==> src/hw/rtl/keyword_frequency_counter_unit_assert.svh <==
// Assertion macros shared by the keyword counter RTL.
// Each macro expects signals named clk and arst_n in the using module.
`ifndef KEYWORD_FREQUENCY_COUNTER_UNIT_ASSERT_SVH
`define KEYWORD_FREQUENCY_COUNTER_UNIT_ASSERT_SVH

// Same-cycle implication.
`define KFC_ASSERT_NOW(name, ante, cons, msg) \
	name: assert property (@(posedge clk) disable iff (!arst_n) (ante) |-> (cons)) \
		else $error(msg);

// Next-cycle implication.
`define KFC_ASSERT_NEXT(name, ante, cons, msg) \
	name: assert property (@(posedge clk) disable iff (!arst_n) (ante) |=> (cons)) \
		else $error(msg);

// Invariant that must hold at every edge out of reset.
`define KFC_ASSERT_ALWAYS(name, cond, msg) \
	name: assert property (@(posedge clk) disable iff (!arst_n) (cond)) \
		else $error(msg);

`endif

==> src/hw/rtl/kfc_pkg.sv <==
// Shared constants, types and hash tables for the keyword counter.
// No dependencies.
package kfc_pkg;

	localparam int KEYWORDS  = 32;
	localparam int MAX_LEN   = 16;
	localparam int CHAR_W    = 8;
	localparam int CNT_W     = 16;
	localparam int HASH_MULT = 100;
	localparam int HASH_MOD  = 41;
	localparam int BKT_W     = 6;

	localparam int KEY_W = (KEYWORDS > 1) ? $clog2(KEYWORDS) : 1;
	localparam int POS_W = $clog2(MAX_LEN);
	localparam int LEN_W = $clog2(MAX_LEN + 1);

	typedef enum logic [2:0] {
		OP_LOAD  = 3'd0,
		OP_TEXT  = 3'd1,
		OP_END   = 3'd2,
		OP_CLEAR = 3'd3,
		OP_READ  = 3'd4
	} op_t;

	typedef logic [KEYWORDS-1:0][CHAR_W-1:0] kw_row_t;

	// write request into the keyword character store
	typedef struct packed {
		logic              en;
		logic [POS_W-1:0]  row;
		logic [KEY_W-1:0]  slot;
		logic [CHAR_W-1:0] data;
	} kw_wr_t;

	typedef logic [BKT_W-1:0] bkt_t;
	typedef bkt_t [2**CHAR_W-1:0] bkt_tbl_t;

	// table of (v * step) mod HASH_MOD, built by running residue
	function automatic bkt_tbl_t mk_bkt_tbl(input int step);
		bkt_tbl_t tbl;
		int r;
		r = 0;
		for (int v = 0; v < 2**CHAR_W; v++) begin
			tbl[v] = BKT_W'(r);
			r = r + step;
			if (r >= HASH_MOD) begin
				r = r - HASH_MOD;
			end
		end
		return tbl;
	endfunction

	localparam int FIRST_STEP = HASH_MULT % HASH_MOD;
	localparam int LAST_STEP  = 1 % HASH_MOD;
	localparam bkt_tbl_t FIRST_TBL = mk_bkt_tbl(FIRST_STEP);
	localparam bkt_tbl_t LAST_TBL  = mk_bkt_tbl(LAST_STEP);

	function automatic logic is_letter(input logic [CHAR_W-1:0] c);
		return (c inside {[8'd65:8'd90], [8'd97:8'd122]});
	endfunction

endpackage

==> src/hw/rtl/kfc_kwmem.sv <==
// Keyword character store: one row per character position, one byte per slot.
// Depends on kfc_pkg. Registered read with same-cycle write forwarding.
module kfc_kwmem import kfc_pkg::*; (
	input  logic             clk,
	input  kw_wr_t           wr,
	input  logic [POS_W-1:0] rd_row,
	output kw_row_t          rd_data
);

	kw_row_t           kw_mem [MAX_LEN];
	kw_row_t           rd_q;
	logic              fwd_en_q;
	logic [KEY_W-1:0]  fwd_slot_q;
	logic [CHAR_W-1:0] fwd_data_q;

	always_ff @(posedge clk) begin
		if (wr.en) begin
			kw_mem[wr.row][wr.slot] <= wr.data;
		end
		rd_q       <= kw_mem[rd_row];
		fwd_en_q   <= wr.en && (wr.row == rd_row);
		fwd_slot_q <= wr.slot;
		fwd_data_q <= wr.data;
	end

	// a write landing on the row being read shows up in the read data
	always_comb begin
		rd_data = rd_q;
		if (fwd_en_q) begin
			rd_data[fwd_slot_q] = fwd_data_q;
		end
	end

endmodule

==> config.mk <==
export PLATFORM = sky130hd
export DESIGN_NAME = kfc_kwmem
export DESIGN_NICKNAME = d
export VERILOG_FILES = /design/src/hw/rtl/keyword_frequency_counter_unit_assert.svh /design/src/hw/rtl/kfc_pkg.sv /design/src/hw/rtl/kfc_kwmem.sv
export SDC_FILE = /design/constraint.sdc
export NUM_CORES = 2
export LEC_CHECK = 0
export ABC_CLOCK_PERIOD_IN_PS = 2880
export BUFFER_PORTS_ARGS = -buffer_cell sky130_fd_sc_hd__buf_2
export CORE_MARGIN = 1
export CORE_UTILIZATION = 35
export CTS_CLUSTER_SIZE = 24
export DETAILED_ROUTE_END_ITERATION = 10
export SKIP_LAST_GASP = 1
export SLEW_MARGIN = 20
export SYNTH_ARGS = -nofsm -noshare
export SYNTH_HDL_FRONTEND = slang
export SYNTH_SLANG_ARGS = --single-unit
==> constraint.sdc <==
create_clock -name clk -period 2.88 [get_ports clk]
set_clock_uncertainty 0.2 [all_clocks]
set_input_delay 0.288 -clock clk [delete_from_list [all_inputs] [get_ports clk]]
set_output_delay 0.288 -clock clk [all_outputs]
set_load 0.03 [all_outputs]
==> metrics <==
status finished with violations; failing checks negative setup slack; Crit-path slowest cell nand3b_1; Slew @ Worst Pin 1046 ps; Worst Path Required 2390 ps; final worst setup slack -548.4 ps; clock tree buffer depth 4; Slew HR 30.00%; final net count 8976; hold_sp wr[2]; total iterations of the first detailed-routing run 5; Post-Syn Nets 7611; filler cell count 39700; top cell family by delay on the critical path simple AND/OR/NAND/NOR gates; non-filler cells, final 15550; crit path cell chain nand3b_1 -> buf_12 -> nor2_4 -> buf_12 -> mux2_4 -> buf_6; Remaining DRCs 0; Post-synth EDFFs 4096; root buffer cell clkbuf_16; placed cells 14620; Syn Area/Cell 21.61 um2; first-pass GRT wire length 655900 um; vias in the first global route 84950; max incr delay on CP 380 ps; synth top area cells edfxtp_1, mux4_2, dfxtp_1, mux2_2, a22oi_1; Die Span Y 686.5 um; die width 686.5 um; Setup crit end kind output port; Max Freq 291.7 MHz; Final Hold Vio Count 0; Num CTS Buffers 439; vias per inst 5.350; worst path bufs/invs 3; Final Max Slew Viols 0; Initial DRC Count 9592; post-synth cell types 36; wire length per cell 30.19 um; Ys Warns 0; RSZ-0062 raised after global routing yes; largest net degree at the start of global routing 126; via count 83200; clk sinks 4366; CP startpoint kind flop; hold slack 48.90 ps; H-tree lvl count 5; Final Critical Period 3428 ps; PortBufs 278; total core area 467000 um2; DRT Wirelength 469500 um; R2R Setup Slk 660 ps; Final setup viols 261; final worst-path cycle share 119.0%; critical path arrival 2940 ps; Starting Density 35.12%; Hold Path End kw_mem[8][194]; RR Startpoint kw_mem[4][48]; clock insertion delay at the later pin of the skew report 1030 ps; die area 471300 um2; gr ovfl total 0; Detail Route Antenna Nets 0; top-area cell type share of the netlist area 75.00%; max-cap viol count 0; hold path cells 2; Total GRT Usage 19.55%; number of synthesized register bits 4366; CP Max Fanout 8; FFs w/ async S/R, synth 0%; power density over the cells 688.5 nW/um2; clock slew at reported path FFs 70 ps; Placer Congestion 0.8102; Mapped Area 164000 um2; detailed-placement wirelength estimate 300200 um; Main synth FF type edfxtp_1; Leakage 0.06547 uW; TritonCTS clock tree done; area growth from synthesis to layout 21.80%; Cells after Synth 7588; worst r2r path cells 4; Peak VDD IR 0.0005203 V; Worst Hold Class primary input to flop; fin util 42.77%; most used cell, CP buf_12; Seq/Total Area, Yosys 78.30%; antenna violations before repair 32; IO Count 279; Setup Crit Path Kind flop to output port; Synth area leader edfxtp_1; ratio of cells with drive above 1 in the final layout 36.01%; r2r endpoint rd_q[48]; row count 251; power after layout 137500 uW
-- layer usage --
metal / track usage (%) / vias to the layer above / share of wire (%)
li1: - / 34260 / -
met1: 26.15 / 44500 / 40
met2: 31.54 / 3797 / 48
met3: 4.155 / 647 / 8.6
met4: 7.188 / 2 / 3.9
met5: 0 / - / 0.0028
-- cell type report --
cell class / count / area, um2 / area share [%]
tap: 6198 / 7755 / 3.883
antenna: 13 / 32.53 / 0.01629
multi-input combinational: 2759 / 34720 / 17.38
clock inverter: 274 / 3228 / 1.616
timing repair buffer: 1387 / 13840 / 6.930
clock buffer: 554 / 11700 / 5.858
sequential: 4366 / 128500 / 64.31
-- flip-flops by register name, indices dropped and copies added, names as in the netlist --
name / cells
rd_q: 256
fwd_slot_q: 5
fwd_data_q: 8
kw_mem: 4096
fwd_en_q: 1
-- cells in the final DEF, fill, tap and decap left out, types with 22 or more instances in the layout --
cell type	Yosys	routed
clkbuf_8	0	22
dfxtp_1	270	256
bufinv_16	0	57
buf_12	0	191
a22oi_1	340	340
nor2_1	599	593
clkbuf_1	193	90
buf_6	8	245
buf_2	206	27
clkinv_1	0	73
edfxtp_1	4096	4096
mux2i_1	56	56
clkinv_2	0	86
nand2_1	234	224
mux4_2	996	996
dlygate4sd3_1	0	33
clkbuf_16	0	442
mux2_4	0	186
mux2_2	256	70
buf_4	25	877
o22ai_1	158	158
-- timing repair --
item / 4_1_cts / 5_1_grt
setup buffers: 46 / 16
hold buffers: 33 / 0
pin swaps: 18 / 17
resized for setup: 443 / 449
endpoints found under the setup margin: 256 / 256
endpoints found under the hold margin: 4012 / 0
-- report_power, final --
| part | internal (uW) | switching [uW] | leakage, uW |
|---|---|---|---|
| Combinational | 3390 | 5250 | 0.0191 |
| Sequential | 69800 | 437 | 0.0391 |
| Clock | 34100 | 24600 | 0.00726 |
-- how the worst max path moves through the flow --
stage,slack (ps),startpoint,depth (start not counted),end
after floorplan,750,wr[14],5,kw_mem[14][40]
after global placement,60,fwd_en_q,5,rd_data[6]
after detailed placement,70,fwd_en_q,5,rd_data[128]
after CTS,-530,fwd_slot_q[0],6,rd_data[119]
after global routing,-540,fwd_slot_q[1],6,rd_data[105]
final,-550,fwd_slot_q[1],6,rd_data[105]
-- worst register-to-register path: stages (launching register included) --
cell and delay [ps]:
edfxtp_1 370, mux4_2 480, a22o_1 260, a41o_1 200, dlygate4sd3_1 550
-- Yosys cell counts (2+ instances only) --
| library cell | number |
|---|---|
| and3b_1 | 7 |
| nand2_1 | 234 |
| nand3_1 | 8 |
| mux4_2 | 996 |
| nand3b_1 | 5 |
| edfxtp_1 | 4096 |
| buf_1 | 31 |
| or2_2 | 3 |
| nor3b_1 | 7 |
| clkbuf_1 | 193 |
| nor2_4 | 3 |
| buf_6 | 8 |
| nor2_2 | 11 |
| nor2b_1 | 10 |
| nand2b_1 | 5 |
| mux2i_1 | 56 |
| o22ai_1 | 158 |
| nor3_1 | 2 |
| mux2_2 | 256 |
| a41o_1 | 14 |
| a22oi_1 | 340 |
| buf_4 | 25 |
| nand2_2 | 16 |
| a22o_1 | 14 |
| xor2_1 | 3 |
| and3_1 | 3 |
| and2_1 | 3 |
| dfxtp_1 | 270 |
| nor2_1 | 599 |
| buf_2 | 206 |
-- per-stage QoR --
stage	area (um2)	worst slack [ps]	setup TNS, ps
after detailed placement	180800	69.65	0
final	199700	-548.4	-79840
after CTS	198300	-529.1	-95990
after floorplan	164000	746.3	0
after global placement	180800	58.78	0
after global routing	199700	-536.2	-93370
-- kinds of logic after synthesis --
family,share of synthesized area [%]
AO/OA/AOI/OAI,2.319
buffers and inverters,1.311
flip-flops,78.30
multiplexers,15.78
AND/OR/NAND/NOR,2.271
XOR/XNOR,0.02137
Note: power is estimated with default switching activity, not from simulation.
